File: src/rtl/core/mecanum_chassis_follow_mixer_core_assert.svh
// assertion macros used by the chassis mixer top level
`ifndef MECANUM_CHASSIS_FOLLOW_MIXER_CORE_ASSERT_SVH
`define MECANUM_CHASSIS_FOLLOW_MIXER_CORE_ASSERT_SVH

// same-cycle implication, sampled on clk_i, off during reset
`define MCFM_ASSERT_IMP(lbl, ante, cons) \
  lbl: assert property (@(posedge clk_i) disable iff (!rst_ni) (ante) |-> (cons)) \
    else $error("chassis mixer assertion failed");

// next-cycle implication
`define MCFM_ASSERT_NXT(lbl, ante, cons) \
  lbl: assert property (@(posedge clk_i) disable iff (!rst_ni) (ante) |=> (cons)) \
    else $error("chassis mixer assertion failed");

`endif

File: src/rtl/core/mcfm_pkg.sv
// shared constants, codes and the arctangent table of the chassis mixer
`timescale 1ns / 1ps
package mcfm_pkg;

  localparam int TRIG_FRAC_BITS_DEF = 15;
  localparam int CORDIC_STEPS_DEF   = 16;
  localparam int ATAN_COUNT         = 24;
  localparam int AIW                = 5;

  localparam int CFG_W = 16;
  localparam int IDX_W = 3;

  // register indexes
  localparam logic [IDX_W-1:0] REG_FRONT_DEF = 3'd0;
  localparam logic [IDX_W-1:0] REG_FRONT_ALT = 3'd1;
  localparam logic [IDX_W-1:0] REG_ROT_REF   = 3'd2;
  localparam logic [IDX_W-1:0] REG_SPIN      = 3'd3;
  localparam logic [IDX_W-1:0] REG_DEADBAND  = 3'd4;
  localparam logic [IDX_W-1:0] REG_LIMIT     = 3'd5;

  // register reset values
  localparam logic [12:0]        FRONT_DEF_RST = 13'd1335;
  localparam logic [12:0]        FRONT_ALT_RST = 13'd2316;
  localparam logic [12:0]        ROT_REF_RST   = 13'd1335;
  localparam logic signed [15:0] SPIN_RST      = 16'sd5200;
  localparam logic [12:0]        DEADBAND_RST  = 13'd156;
  localparam logic [13:0]        LIMIT_RST     = 14'd3600;

  // control source and switch codes
  localparam logic [1:0] MODE_RC  = 2'd1;
  localparam logic [1:0] MODE_KEY = 2'd2;
  localparam logic [1:0] SW_OFF   = 2'd0;
  localparam logic [1:0] SW_SPIN  = 2'd2;

  // key choice codes
  localparam logic [1:0] KEY_FOLLOW = 2'd0;
  localparam logic [1:0] KEY_SPIN   = 2'd1;
  localparam logic [1:0] KEY_ALT    = 2'd2;

  // angle scaling: z = (ch * 628 * 2^28 + 409550) / 819100
  localparam logic [9:0]  ANG_SCALE = 10'd628;
  localparam logic [27:0] ANG_BIAS  = 28'd409550;
  localparam logic [20:0] ANG_DIV   = 21'd819100;
  localparam logic [12:0] ECD_SPAN  = 13'd8191;

  localparam logic signed [31:0] ANG_PI      = 32'sd843314857;
  localparam logic signed [31:0] ANG_TWO_PI  = 32'sd1686629714;
  localparam logic signed [31:0] ANG_HALF_PI = 32'sd421657428;
  localparam logic signed [33:0] GAIN_Q30    = 34'sd652032874;

  typedef logic signed [31:0] atan_tab_t [ATAN_COUNT];

  // restoring long division, used to build constants
  function automatic logic [63:0] udiv64(input logic [63:0] n, input logic [63:0] d);
    logic [63:0] r;
    logic [63:0] q;
    r = '0;
    q = '0;
    for (int b = 63; b >= 0; b--) begin
      r = {r[62:0], n[b]};
      if (r >= d) begin
        r    = r - d;
        q[b] = 1'b1;
      end
    end
    return q;
  endfunction

  // z = ch * ANG_QP + (ch * ANG_RP + bias) / div, the second part by reciprocal multiply
  localparam logic [63:0] ANG_NUM   = 64'(ANG_SCALE) << 28;
  localparam logic [63:0] ANG_QP64  = udiv64(ANG_NUM, 64'(ANG_DIV));
  localparam logic [17:0] ANG_QP    = 18'(ANG_QP64);
  localparam logic [17:0] ANG_RP    = 18'(ANG_NUM - ANG_QP64 * 64'(ANG_DIV));
  // partial numerator stays below 2^31, divisor below 2^20, so 51 shift bits are exact
  localparam int          RECIP_SH  = 51;
  localparam logic [31:0] ANG_RECIP =
    32'(udiv64((64'd1 << RECIP_SH) + 64'(ANG_DIV) - 64'd1, 64'(ANG_DIV)));
  localparam int          ANG_QUO_W = 11;

  // atan(2^-i) in q3.28 from the arctangent series on a 2^62 scale
  function automatic atan_tab_t build_atan();
    atan_tab_t   tab;
    longint      acc;
    logic [63:0] t;
    int          sh;
    tab[0] = 32'((64'd843314857 + 64'd2) >> 2);
    for (int i = 1; i < ATAN_COUNT; i++) begin
      acc = 0;
      for (int k = 0; k < 32; k++) begin
        sh = i * (2 * k + 1);
        if (sh <= 62) begin
          t = udiv64(64'h4000_0000_0000_0000 >> sh, 64'(2 * k + 1));
          if ((k % 2) == 1) acc = acc - longint'(t);
          else              acc = acc + longint'(t);
        end
      end
      tab[i] = 32'((acc + (longint'(1) <<< 33)) >>> 34);
    end
    return tab;
  endfunction

endpackage

File: src/rtl/core/mcfm_angle.sv
// gimbal angle scaling and iterative cordic giving sine and cosine
`timescale 1ns / 1ps
module mcfm_angle #(
  parameter int TRIG_FRAC_BITS = 15,
  parameter int CORDIC_STEPS   = 16
) (
  input  logic                          clk_i,
  input  logic                          rst_ni,
  input  logic                          start_i,
  input  logic [12:0]                   ecd_i,
  input  logic [12:0]                   ref_i,
  output logic signed [TRIG_FRAC_BITS+1:0] sin_o,
  output logic signed [TRIG_FRAC_BITS+1:0] cos_o,
  output logic                          done_o
);
  import mcfm_pkg::*;

  localparam int TW = TRIG_FRAC_BITS + 2;
  localparam atan_tab_t AtanTab = build_atan();
  localparam logic [AIW-1:0] ROT_LAST = AIW'(CORDIC_STEPS - 1);

  typedef enum logic [2:0] {
    A_IDLE, A_SCALE, A_RECIP, A_SUM, A_FOLD1, A_FOLD2, A_ROT, A_FIN
  } ang_state_e;

  ang_state_e              state_q;
  logic [12:0]             ch_q;
  logic [30:0]             base_q, num_q;
  logic [ANG_QUO_W-1:0]    quo_q;
  logic [30:0]             nb_q;
  logic [AIW-1:0]          cnt_q;
  logic signed [31:0]      z_q;
  logic signed [33:0]      x_q, y_q;
  logic                    neg_q;
  logic signed [TW-1:0]    sin_q, cos_q;
  logic                    done_q;

  logic [12:0]        ch;
  logic [62:0]        recip_p;
  logic signed [33:0] dx, dy, xf, yf;
  logic signed [31:0] z1;

  function automatic logic signed [TW-1:0] to_trig(input logic signed [33:0] q);
    logic signed [33:0] one;
    logic signed [33:0] v;
    one = 34'sd1 <<< TRIG_FRAC_BITS;
    v   = (q + (34'sd1 <<< (29 - TRIG_FRAC_BITS))) >>> (30 - TRIG_FRAC_BITS);
    if (v > one) v = one;
    if (v < -one) v = -one;
    return TW'(v);
  endfunction

  always_comb begin
    ch      = (ecd_i < ref_i) ? 13'(ECD_SPAN + ecd_i - ref_i) : 13'(ecd_i - ref_i);
    recip_p = 63'(num_q) * 63'(ANG_RECIP);
    dx      = y_q >>> cnt_q;
    dy      = x_q >>> cnt_q;
    z1      = $signed({1'b0, nb_q});
    xf      = neg_q ? -x_q : x_q;
    yf      = neg_q ? -y_q : y_q;
  end

  always_ff @(posedge clk_i or negedge rst_ni) begin
    if (!rst_ni) begin
      state_q <= A_IDLE;
      cnt_q   <= '0;
      done_q  <= 1'b0;
    end else begin
      done_q <= 1'b0;
      case (state_q)
        A_IDLE: begin
          if (start_i) begin
            ch_q    <= ch;
            state_q <= A_SCALE;
          end
        end
        A_SCALE: begin
          base_q  <= 31'(ch_q) * 31'(ANG_QP);
          num_q   <= 31'(ch_q) * 31'(ANG_RP) + 31'(ANG_BIAS);
          state_q <= A_RECIP;
        end
        A_RECIP: begin
          // quotient of the small remainder part by reciprocal multiply
          quo_q   <= ANG_QUO_W'(recip_p >> RECIP_SH);
          state_q <= A_SUM;
        end
        A_SUM: begin
          nb_q    <= base_q + 31'(quo_q);
          state_q <= A_FOLD1;
        end
        A_FOLD1: begin
          z_q     <= (z1 > ANG_PI) ? z1 - ANG_TWO_PI : z1;
          state_q <= A_FOLD2;
        end
        A_FOLD2: begin
          if (z_q > ANG_HALF_PI) begin
            z_q   <= z_q - ANG_PI;
            neg_q <= 1'b1;
          end else if (z_q < -ANG_HALF_PI) begin
            z_q   <= z_q + ANG_PI;
            neg_q <= 1'b1;
          end else begin
            neg_q <= 1'b0;
          end
          x_q     <= GAIN_Q30;
          y_q     <= '0;
          cnt_q   <= '0;
          state_q <= A_ROT;
        end
        A_ROT: begin
          if (!z_q[31]) begin
            x_q <= x_q - dx;
            y_q <= y_q + dy;
            z_q <= z_q - AtanTab[cnt_q];
          end else begin
            x_q <= x_q + dx;
            y_q <= y_q - dy;
            z_q <= z_q + AtanTab[cnt_q];
          end
          cnt_q <= cnt_q + 1'b1;
          if (cnt_q == ROT_LAST) state_q <= A_FIN;
        end
        A_FIN: begin
          sin_q   <= to_trig(yf);
          cos_q   <= to_trig(xf);
          done_q  <= 1'b1;
          state_q <= A_IDLE;
        end
        default: state_q <= A_IDLE;
      endcase
    end
  end

  assign sin_o  = sin_q;
  assign cos_o  = cos_q;
  assign done_o = done_q;

endmodule

File: src/rtl/core/mcfm_mix.sv
// sequential multiply-accumulate of the rotated stick vector and wheel mixing
`timescale 1ns / 1ps
module mcfm_mix #(
  parameter int TRIG_FRAC_BITS = 15
) (
  input  logic                             clk_i,
  input  logic                             rst_ni,
  input  logic                             start_i,
  input  logic signed [15:0]               sx_i,
  input  logic signed [15:0]               sy_i,
  input  logic signed [TRIG_FRAC_BITS+1:0] sin_i,
  input  logic signed [TRIG_FRAC_BITS+1:0] cos_i,
  input  logic signed [16:0]               rot_i,
  output logic signed [17:0]               w0_o,
  output logic signed [17:0]               w1_o,
  output logic signed [17:0]               w2_o,
  output logic signed [17:0]               w3_o,
  output logic                             done_o
);
  import mcfm_pkg::*;

  localparam int TW = TRIG_FRAC_BITS + 2;
  localparam int PW = 16 + TW;
  localparam int AW = PW + 1;
  localparam int WW = AW + 2;

  typedef enum logic [1:0] {M_IDLE, M_MUL, M_FIN} mix_state_e;

  mix_state_e           state_q;
  logic [2:0]           cnt_q;
  logic signed [PW-1:0] prod_q;
  logic signed [AW-1:0] avx_q, avy_q;
  logic signed [16:0]   rot_q;
  logic signed [17:0]   w0_q, w1_q, w2_q, w3_q;
  logic                 done_q;

  logic signed [15:0]   mul_a;
  logic signed [TW-1:0] mul_b;
  logic signed [PW-1:0] mul_p;
  logic signed [WW-1:0] vx, vy, half;

  function automatic logic signed [17:0] wheel(input logic signed [WW-1:0] w,
                                               input logic signed [WW-1:0] h,
                                               input logic signed [16:0] r);
    logic signed [WW-1:0] s;
    s = (w + h) >>> TRIG_FRAC_BITS;
    return 18'(s) + 18'(r);
  endfunction

  always_comb begin
    mul_a = cnt_q[0] ? sy_i : sx_i;
    case (cnt_q)
      3'd0:    mul_b = cos_i;
      3'd1:    mul_b = sin_i;
      3'd2:    mul_b = sin_i;
      default: mul_b = cos_i;
    endcase
    mul_p = mul_a * mul_b;
    vx    = -WW'(avx_q);
    vy    = WW'(avy_q);
    half  = WW'(1) <<< (TRIG_FRAC_BITS - 1);
  end

  always_ff @(posedge clk_i or negedge rst_ni) begin
    if (!rst_ni) begin
      state_q <= M_IDLE;
      cnt_q   <= '0;
      done_q  <= 1'b0;
    end else begin
      done_q <= 1'b0;
      case (state_q)
        M_IDLE: begin
          if (start_i) begin
            cnt_q   <= '0;
            rot_q   <= rot_i;
            state_q <= M_MUL;
          end
        end
        M_MUL: begin
          // product of step n is accumulated in step n+1
          prod_q <= mul_p;
          case (cnt_q)
            3'd1:    avx_q <= AW'(prod_q);
            3'd2:    avx_q <= avx_q + AW'(prod_q);
            3'd3:    avy_q <= AW'(prod_q);
            3'd4:    avy_q <= avy_q - AW'(prod_q);
            default: ;
          endcase
          cnt_q <= cnt_q + 1'b1;
          if (cnt_q == 3'd4) state_q <= M_FIN;
        end
        M_FIN: begin
          w0_q    <= wheel(vx - vy, half, rot_q);
          w1_q    <= wheel(vx + vy, half, rot_q);
          w2_q    <= wheel(-vx + vy, half, rot_q);
          w3_q    <= wheel(-vx - vy, half, rot_q);
          done_q  <= 1'b1;
          state_q <= M_IDLE;
        end
        default: state_q <= M_IDLE;
      endcase
    end
  end

  assign w0_o   = w0_q;
  assign w1_o   = w1_q;
  assign w2_o   = w2_q;
  assign w3_o   = w3_q;
  assign done_o = done_q;

endmodule

File: src/rtl/core/mecanum_chassis_follow_mixer_core.sv
// top level of the mecanum chassis mixer with gimbal follow and spin modes
//
//  channel | direction | handshake                 | payload
//  in      | input     | in_valid_i / in_stall_o   | mode, switch, keys, stick, yaw encoder
//  out     | output    | out_valid_o / out_stall_i | four wheel targets
//  cfg     | input     | cfg_we_i                  | cfg_idx_i, cfg_data_i
//
// an item that gives a result reaches out_valid_o after angle scaling by reciprocal
// multiply, two folds, the cordic loop, then four multiplies.
// items giving no result are taken while the core is idle and leave no trace.
// in_stall_o is high from acceptance until the result is in the output register.
// a result held by out_stall_i keeps the next finished result waiting in the core.
// reset restores all registers, the key choice and the front angle.
`timescale 1ns / 1ps
`include "mecanum_chassis_follow_mixer_core_assert.svh"
module mecanum_chassis_follow_mixer_core #(
  parameter int TRIG_FRAC_BITS = mcfm_pkg::TRIG_FRAC_BITS_DEF,
  parameter int CORDIC_STEPS   = mcfm_pkg::CORDIC_STEPS_DEF
) (
  input  logic                        clk_i,
  input  logic                        rst_ni,
  input  logic                        cfg_we_i,
  input  logic [mcfm_pkg::IDX_W-1:0]  cfg_idx_i,
  input  logic [mcfm_pkg::CFG_W-1:0]  cfg_data_i,
  input  logic                        in_valid_i,
  output logic                        in_stall_o,
  input  logic [1:0]                  mode_i,
  input  logic [1:0]                  rc_switch_i,
  input  logic                        key_follow_i,
  input  logic                        key_spin_i,
  input  logic                        key_alternate_i,
  input  logic signed [15:0]          stick_x_i,
  input  logic signed [15:0]          stick_y_i,
  input  logic [12:0]                 yaw_ecd_i,
  output logic                        out_valid_o,
  input  logic                        out_stall_i,
  output logic signed [17:0]          wheel_front_left_o,
  output logic signed [17:0]          wheel_front_right_o,
  output logic signed [17:0]          wheel_rear_right_o,
  output logic signed [17:0]          wheel_rear_left_o
);
  import mcfm_pkg::*;

  localparam int TW = TRIG_FRAC_BITS + 2;

  typedef enum logic [1:0] {ST_IDLE, ST_ANG, ST_MIX, ST_HOLD} core_state_e;

  core_state_e        state_q;
  logic [12:0]        front_def_q, front_alt_q, rot_ref_q, deadband_q;
  logic signed [15:0] spin_speed_q;
  logic [13:0]        limit_q;
  logic [1:0]         key_choice_q;
  logic [12:0]        front_q;
  logic               spin_q;
  logic signed [15:0] sx_q, sy_q;
  logic [12:0]        ecd_q;
  logic               out_valid_q;
  logic signed [17:0] o0_q, o1_q, o2_q, o3_q;

  logic               accept, produce, spin_new, ang_done, mix_done, load_out;
  logic [1:0]         kc_new;
  logic [12:0]        front_new, ang_ref;
  logic signed [13:0] err, err_w, err_abs;
  logic signed [15:0] term, lim;
  logic signed [16:0] rot;
  logic signed [TW-1:0] sin_v, cos_v;
  logic signed [17:0] w0, w1, w2, w3;

  always_comb begin
    accept   = in_valid_i && !in_stall_o;
    produce  = (mode_i == MODE_KEY) || ((mode_i == MODE_RC) && (rc_switch_i != SW_OFF));
    load_out = (state_q == ST_HOLD) && (!out_valid_q || !out_stall_i);

    kc_new = key_choice_q;
    if (key_follow_i && !key_spin_i && !key_alternate_i) kc_new = KEY_FOLLOW;
    if (key_spin_i && !key_follow_i && !key_alternate_i) kc_new = KEY_SPIN;
    if (key_alternate_i && !key_follow_i && !key_spin_i) kc_new = KEY_ALT;

    front_new = front_q;
    if (mode_i == MODE_KEY) begin
      if (kc_new == KEY_FOLLOW)   front_new = front_def_q;
      else if (kc_new == KEY_ALT) front_new = front_alt_q;
    end
    spin_new = (mode_i == MODE_KEY) ? (kc_new == KEY_SPIN) : (rc_switch_i == SW_SPIN);
    ang_ref  = spin_new ? front_new : rot_ref_q;

    // follow term from the stored front angle, wrapped to a half turn
    err = $signed({1'b0, front_q}) - $signed({1'b0, ecd_q});
    if (err > 14'sd4095)       err_w = err - 14'sd8192;
    else if (err < -14'sd4095) err_w = err + 14'sd8192;
    else                       err_w = err;
    err_abs = err_w[13] ? -err_w : err_w;
    lim     = $signed({2'b00, limit_q});
    term    = -(16'(err_w) <<< 1);
    if (term > lim)  term = lim;
    if (term < -lim) term = -lim;
    if (err_abs <= $signed({1'b0, deadband_q})) term = '0;
    rot = spin_q ? 17'(spin_speed_q) : 17'(term);
  end

  mcfm_angle #(
    .TRIG_FRAC_BITS (TRIG_FRAC_BITS),
    .CORDIC_STEPS   (CORDIC_STEPS)
  ) u_angle (
    .clk_i   (clk_i),
    .rst_ni  (rst_ni),
    .start_i (accept && produce),
    .ecd_i   (yaw_ecd_i),
    .ref_i   (ang_ref),
    .sin_o   (sin_v),
    .cos_o   (cos_v),
    .done_o  (ang_done)
  );

  mcfm_mix #(
    .TRIG_FRAC_BITS (TRIG_FRAC_BITS)
  ) u_mix (
    .clk_i   (clk_i),
    .rst_ni  (rst_ni),
    .start_i (ang_done),
    .sx_i    (sx_q),
    .sy_i    (sy_q),
    .sin_i   (sin_v),
    .cos_i   (cos_v),
    .rot_i   (rot),
    .w0_o    (w0),
    .w1_o    (w1),
    .w2_o    (w2),
    .w3_o    (w3),
    .done_o  (mix_done)
  );

  always_ff @(posedge clk_i or negedge rst_ni) begin
    if (!rst_ni) begin
      front_def_q  <= FRONT_DEF_RST;
      front_alt_q  <= FRONT_ALT_RST;
      rot_ref_q    <= ROT_REF_RST;
      spin_speed_q <= SPIN_RST;
      deadband_q   <= DEADBAND_RST;
      limit_q      <= LIMIT_RST;
    end else if (cfg_we_i) begin
      case (cfg_idx_i)
        REG_FRONT_DEF: front_def_q  <= cfg_data_i[12:0];
        REG_FRONT_ALT: front_alt_q  <= cfg_data_i[12:0];
        REG_ROT_REF:   rot_ref_q    <= cfg_data_i[12:0];
        REG_SPIN:      spin_speed_q <= $signed(cfg_data_i[15:0]);
        REG_DEADBAND:  deadband_q   <= cfg_data_i[12:0];
        REG_LIMIT:     limit_q      <= cfg_data_i[13:0];
        default: ;
      endcase
    end
  end

  always_ff @(posedge clk_i or negedge rst_ni) begin
    if (!rst_ni) begin
      state_q      <= ST_IDLE;
      key_choice_q <= KEY_FOLLOW;
      front_q      <= FRONT_DEF_RST;
      spin_q       <= 1'b0;
      out_valid_q  <= 1'b0;
    end else begin
      if (load_out)          out_valid_q <= 1'b1;
      else if (!out_stall_i) out_valid_q <= 1'b0;
      case (state_q)
        ST_IDLE: begin
          if (accept && produce) begin
            if (mode_i == MODE_KEY) key_choice_q <= kc_new;
            front_q <= front_new;
            spin_q  <= spin_new;
            sx_q    <= stick_x_i;
            sy_q    <= stick_y_i;
            ecd_q   <= yaw_ecd_i;
            state_q <= ST_ANG;
          end
        end
        ST_ANG: begin
          if (ang_done) state_q <= ST_MIX;
        end
        ST_MIX: begin
          if (mix_done) state_q <= ST_HOLD;
        end
        ST_HOLD: begin
          // wait for the output register to free up
          if (load_out) begin
            o0_q    <= w0;
            o1_q    <= w1;
            o2_q    <= w2;
            o3_q    <= w3;
            state_q <= ST_IDLE;
          end
        end
        default: state_q <= ST_IDLE;
      endcase
    end
  end

  assign in_stall_o          = (state_q != ST_IDLE);
  assign out_valid_o         = out_valid_q;
  assign wheel_front_left_o  = o0_q;
  assign wheel_front_right_o = o1_q;
  assign wheel_rear_right_o  = o2_q;
  assign wheel_rear_left_o   = o3_q;

  `MCFM_ASSERT_IMP(a_ang_done_in_ang, ang_done, state_q == ST_ANG)
  `MCFM_ASSERT_IMP(a_mix_done_in_mix, mix_done, state_q == ST_MIX)
  `MCFM_ASSERT_NXT(a_busy_after_accept, accept && produce, in_stall_o && !out_valid_q || in_stall_o)
  `MCFM_ASSERT_NXT(a_hold_loads_out, state_q == ST_HOLD && !out_valid_q, out_valid_q && state_q == ST_IDLE)

endmodule

File: config.mk
export PLATFORM = sky130hd
export DESIGN_NAME = mecanum_chassis_follow_mixer_core
export DESIGN_NICKNAME = d
export VERILOG_FILES = /design/src/rtl/core/mcfm_pkg.sv /design/src/rtl/core/mcfm_angle.sv /design/src/rtl/core/mcfm_mix.sv /design/src/rtl/core/mecanum_chassis_follow_mixer_core.sv
export VERILOG_INCLUDE_DIRS = /design/src /design/src/rtl/core
export SDC_FILE = /design/constraint.sdc
export NUM_CORES = 2
export LEC_CHECK = 0
export ABC_AREA = 0
export BUFFER_PORTS_ARGS = -buffer_cell sky130_fd_sc_hd__buf_2
export CAP_MARGIN = 0
export CORE_MARGIN = 10
export CORE_UTILIZATION = 25
export CTS_CLUSTER_DIAMETER = 150
export DETAILED_ROUTE_END_ITERATION = 16
export PLACE_DENSITY_LB_ADDON = 0.25
export SLEW_MARGIN = 20
export SYNTH_ARGS = -nofsm -noshare
export SYNTH_HDL_FRONTEND = slang
export SYNTH_SLANG_ARGS = --single-unit
File: constraint.sdc
create_clock -name clk_i -period 16.1 [get_ports clk_i]
set_input_delay 0.805 -clock clk_i [delete_from_list [all_inputs] [get_ports clk_i]]
set_output_delay 0.805 -clock clk_i [all_outputs]
set_load 0.1 [all_outputs]
==> metrics.txt <==
# TYPE chip_impl_metric gauge
chip_impl_info{name="outcome",value="complete, no violations"} 1
chip_impl_metric{name="post-route-drc-count",unit=""} 0
chip_impl_metric{name="synth_edf_count",unit=""} 546
chip_impl_metric{name="gr_ovfl_total",unit=""} 0
chip_impl_metric{name="ctsHoldBuffers",unit=""} 1
chip_impl_metric{name="core_box_area",unit="um^2"} 334000
chip_impl_metric{name="critPathRequiredTime",unit="ps"} 16620
chip_impl_metric{name="cts_post_setup_buffers_inserted",unit=""} 0
chip_impl_metric{name="routed_wire_length",unit="mm"} 246
chip_impl_metric{name="clock_path_buffers",unit=""} 4
chip_impl_info{name="worst_path_dominant_cell_family",value="adder cells"} 1
chip_impl_metric{name="routedWlPerCell",unit="um"} 18.6
chip_impl_metric{name="synthesis.area",unit="um^2"} 84000
chip_impl_metric{name="arrival",unit="ps"} 9870
chip_impl_metric{name="timing.setup.tns",unit="ps"} 0
chip_impl_metric{name="placement_rows",unit=""} 212
chip_impl_metric{name="fin_nets",unit=""} 10700
chip_impl_metric{name="initial_utilization",unit=""} 0.251
chip_impl_metric{name="drive_gt1_frac",unit=""} 0.0840
chip_impl_metric{name="grt_util_all_layers",unit=""} 0.133
chip_impl_info{name="critical_path.startpoint_type",value="flip-flop"} 1
chip_impl_metric{name="synth-async-reset-ratio",unit=""} 0.175
chip_impl_metric{name="pin_count_of_the_biggest_net_entering_global_routing",unit=""} 76
chip_impl_metric{name="seq_area",unit="um^2"} 19400
chip_impl_metric{name="n_fill_cell",unit=""} 35100
chip_impl_info{name="tritoncts",value="done"} 1
chip_impl_metric{name="fin_clk_skew",unit="ps"} 91.2
chip_impl_info{name="path_common_cell",value="sky130_fd_sc_hd__fa_1"} 1
chip_impl_info{name="worst_path_max_delay_cell",value="sky130_fd_sc_hd__dfrtp_2"} 1
chip_impl_metric{name="synth_nets",unit=""} 10600
chip_impl_metric{name="worst_slew_slack_as_a_fraction_of_its_limit",unit=""} 0.285
chip_impl_metric{name="critical_path.max_fanout",unit=""} 34
chip_impl_metric{name="multi_input_comb_area",unit="um^2"} 59300
chip_impl_metric{name="die_height",unit="um"} 600
chip_impl_info{name="endpoint_kind",value="flip-flop"} 1
chip_impl_metric{name="count_of_boundary_i_o_pins",unit=""} 150
chip_impl_metric{name="final-instance-count-excl-fill",unit=""} 13300
chip_impl_metric{name="syn_area_per_cell",unit="um^2"} 9.63
chip_impl_metric{name="vias_per_cell",unit=""} 4.75
chip_impl_metric{name="drt-initial-drc-count",unit=""} 4003
chip_impl_metric{name="place_congestion",unit=""} 0.884
chip_impl_metric{name="cts_resized",unit=""} 0
chip_impl_metric{name="synth_seq_area_share",unit=""} 0.230
chip_impl_metric{name="worst_setup_hold_path_clk_slew",unit="ps"} 60
chip_impl_metric{name="dp.final_hpwl",unit="mm"} 203
chip_impl_metric{name="timing.critical_path.slowest_cell_delay",unit="ps"} 900
chip_impl_metric{name="num_vias",unit=""} 63000
chip_impl_metric{name="final.period_utilization",unit=""} 0.581
chip_impl_metric{name="timing_max_transition_violations_final",unit=""} 0
chip_impl_metric{name="drv.max_cap_violation_count",unit=""} 0
chip_impl_metric{name="ys_types",unit=""} 113
chip_impl_metric{name="dieWidth",unit="um"} 600
chip_impl_metric{name="grt_antenna_before_repair",unit=""} 15
chip_impl_metric{name="ctsHtreeMaxLevel",unit=""} 3
chip_impl_info{name="cts_root_buf",value="sky130_fd_sc_hd__clkbuf_16"} 1
chip_impl_metric{name="tritoncts.num_buffers",unit=""} 94
chip_impl_metric{name="first_pass_iters",unit=""} 6
chip_impl_metric{name="postLayoutCellArea",unit="um^2"} 93000
chip_impl_metric{name="timing.final.setup_violations",unit=""} 0
chip_impl_metric{name="ys_warns",unit=""} 0
chip_impl_metric{name="ant_nets",unit=""} 0
chip_impl_metric{name="area_growth",unit="%"} 10.7
chip_impl_metric{name="post_layout_min_period",unit="ps"} 9350
chip_impl_metric{name="grt_pass1_wl",unit="mm"} 382
chip_impl_metric{name="synth_seq_cells",unit=""} 662
chip_impl_metric{name="clock.fmax",unit="GHz"} 0.107
chip_impl_info{name="criticalPathCategory",value="reg2reg"} 1
chip_impl_metric{name="final.hold.worst_slack",unit="ps"} 162
chip_impl_info{name="type_of_the_worst_min_delay_path",value="in2reg"} 1
chip_impl_metric{name="dieArea",unit="um^2"} 360000
chip_impl_metric{name="cts.sinks",unit=""} 662
chip_impl_metric{name="final_hold_viol_count",unit=""} 0
chip_impl_info{name="setup_repair_after_global_routing_missed_its_margin",value="false"} 1
chip_impl_metric{name="placement.cell_area",unit="um^2"} 89900
chip_impl_metric{name="first_global_vias",unit=""} 64600
chip_impl_info{name="synth_flop_cell",value="sky130_fd_sc_hd__edfxtp_1"} 1
chip_impl_metric{name="path_buf_inv",unit=""} 5
chip_impl_metric{name="post_synth_inst_count",unit=""} 8723
chip_impl_metric{name="placed_cells",unit=""} 13100
chip_impl_metric{name="worstMarginPinSlew",unit="ps"} 1040
chip_impl_metric{name="clk_latency",unit="ps"} 820
chip_impl_metric{name="portBuffers",unit=""} 149
==> registers in the layout, summed over array words and instances, names as in the netlist, 25 cells and up <==
signal          flops
u_mix.prod_q       33
u_angle.num_q      25
u_angle.z_q        32
u_angle.nb_q       31
u_angle.y_q        34
u_angle.x_q        34
u_mix.avy_q        33
u_angle.base_q     27
u_mix.avx_q        33
==> synth_stat cells (all sizes together) (44+ instances only) <==
master,count,share of area
xnor2,441,0.046
inv,1221,0.055
nor3,174,0.011
mux2i,94,0.011
a21oi,450,0.027
and2,49,0.0036
nor4,44,0.0043
o211ai,52,0.0046
nand4,52,0.0039
nand2b,93,0.0069
a21o,143,0.013
and3,62,0.0047
nand3,131,0.0078
xor2,221,0.023
a211oi,61,0.0055
nand2,656,0.029
nor2,599,0.027
dfrtp,79,0.024
o21ai,366,0.022
o21bai,61,0.0056
edfxtp,546,0.20
clkbuf,167,0.0075
mux4,96,0.026
mux2,137,0.018
fa,637,0.15
or3,55,0.0042
buf,67,0.0042
nor2b,68,0.0052
ha,1198,0.18
o21a,96,0.0086
a31oi,89,0.0066
==> layout by cell type, fill, tap and decap left out, drive strengths merged, types with 49 or more instances in the layout <==
cell,n
edfxtp,546
a21oi,450
mux2i,94
mux2,137
or3,55
inv,1224
a21o,143
o211ai,52
dfrtp,79
nand3,131
xnor2,441
nand4,52
clkbuf,129
nor3,174
and2,49
nand2b,93
ha,1198
a211oi,61
a31oi,89
mux4,96
buf,208
o21bai,61
fa,637
and3,62
o21a,96
nor2,599
o21ai,366
xor2,221
nand2,656
nor2b,68
==> layer usage <==
layer  vias to the layer above  track usage  wire length (um)
met1                     31000        0.182            115000
li1                      30500            -                 -
met4                         8       0.0355              6830
met5                         -            0                48
met2                      1286        0.223            114000
met3                       289       0.0162             10300
==> kinds of logic after synthesis <==
logic type                 share of synthesized area
AOI/OAI and AO/OA                              0.126
xor gates and xnor gates                      0.0690
and+or+nand+nor                                0.122
adders and majority gates                      0.330
buffers and inverters                         0.0662
muxes                                         0.0557
DFF                                            0.230
==> worst register-to-register path: stages (launching register included) <==
cell	delay [ps]
sky130_fd_sc_hd__dfrtp_2	900
sky130_fd_sc_hd__inv_1	180
sky130_fd_sc_hd__ha_1	320
sky130_fd_sc_hd__o21bai_4	150
sky130_fd_sc_hd__buf_4	450
sky130_fd_sc_hd__mux2i_1	900
sky130_fd_sc_hd__nand2_1	180
sky130_fd_sc_hd__fa_1	580
sky130_fd_sc_hd__inv_1	50
sky130_fd_sc_hd__fa_1	510
sky130_fd_sc_hd__fa_1	590
sky130_fd_sc_hd__inv_1	70
sky130_fd_sc_hd__fa_1	500
sky130_fd_sc_hd__fa_1	550
sky130_fd_sc_hd__inv_1	50
sky130_fd_sc_hd__fa_1	470
sky130_fd_sc_hd__ha_1	390
sky130_fd_sc_hd__a21oi_1	180
sky130_fd_sc_hd__nor2b_1	50
sky130_fd_sc_hd__o21ai_0	150
sky130_fd_sc_hd__nand2b_1	90
sky130_fd_sc_hd__a21o_1	170
sky130_fd_sc_hd__a221oi_1	600
sky130_fd_sc_hd__o21bai_1	150
sky130_fd_sc_hd__o41a_1	350
sky130_fd_sc_hd__a41oi_1	250
sky130_fd_sc_hd__a21oi_1	110
sky130_fd_sc_hd__xor2_1	150
==> stage by stage <==
step | worst slack (ps) | util
floorplan | 6710 | -
global placement | 6610 | 0.269
detailed placement | 6560 | 0.269
CTS | 6560 | 0.278
global route | 6030 | 0.278
finish | 6750 | 0.278
==> path summary, 6_finish.rpt <==
check / slack [ps] / cells after the start / from / end
hold reg to reg: 420 / 0 / u_mix.w0_o[11] / wheel_front_left_o[11]
setup reg to reg: 6750 / 27 / u_mix.cnt_q[0] / u_mix.prod_q[31]
max in group asynchronous: 14240 / 3 / rst_ni / u_angle.cnt_q[0]
min in group asynchronous: 550 / 2 / rst_ni / deadband_q[5]
hold / removal: 160 / 1 / stick_y_i[12] / sy_q[12]
setup / recovery: 6750 / 27 / u_mix.cnt_q[0] / u_mix.prod_q[31]
==> area by class of cell <==
| cell class | instances | area share |
|---|---|---|
| repair buffers | 209 | 0.0132 |
| diodes | 12 | 0.000323 |
| flip-flops and latches | 662 | 0.208 |
| clock buffers | 129 | 0.0279 |
| multi-input cells | 6606 | 0.638 |
| clock inverters | 41 | 0.00456 |
| well taps | 4387 | 0.0590 |
| inverters | 1221 | 0.0493 |
Power is not shown: default switching activity piles up to over one toggle a cycle in this logic, so the estimate is an artifact.
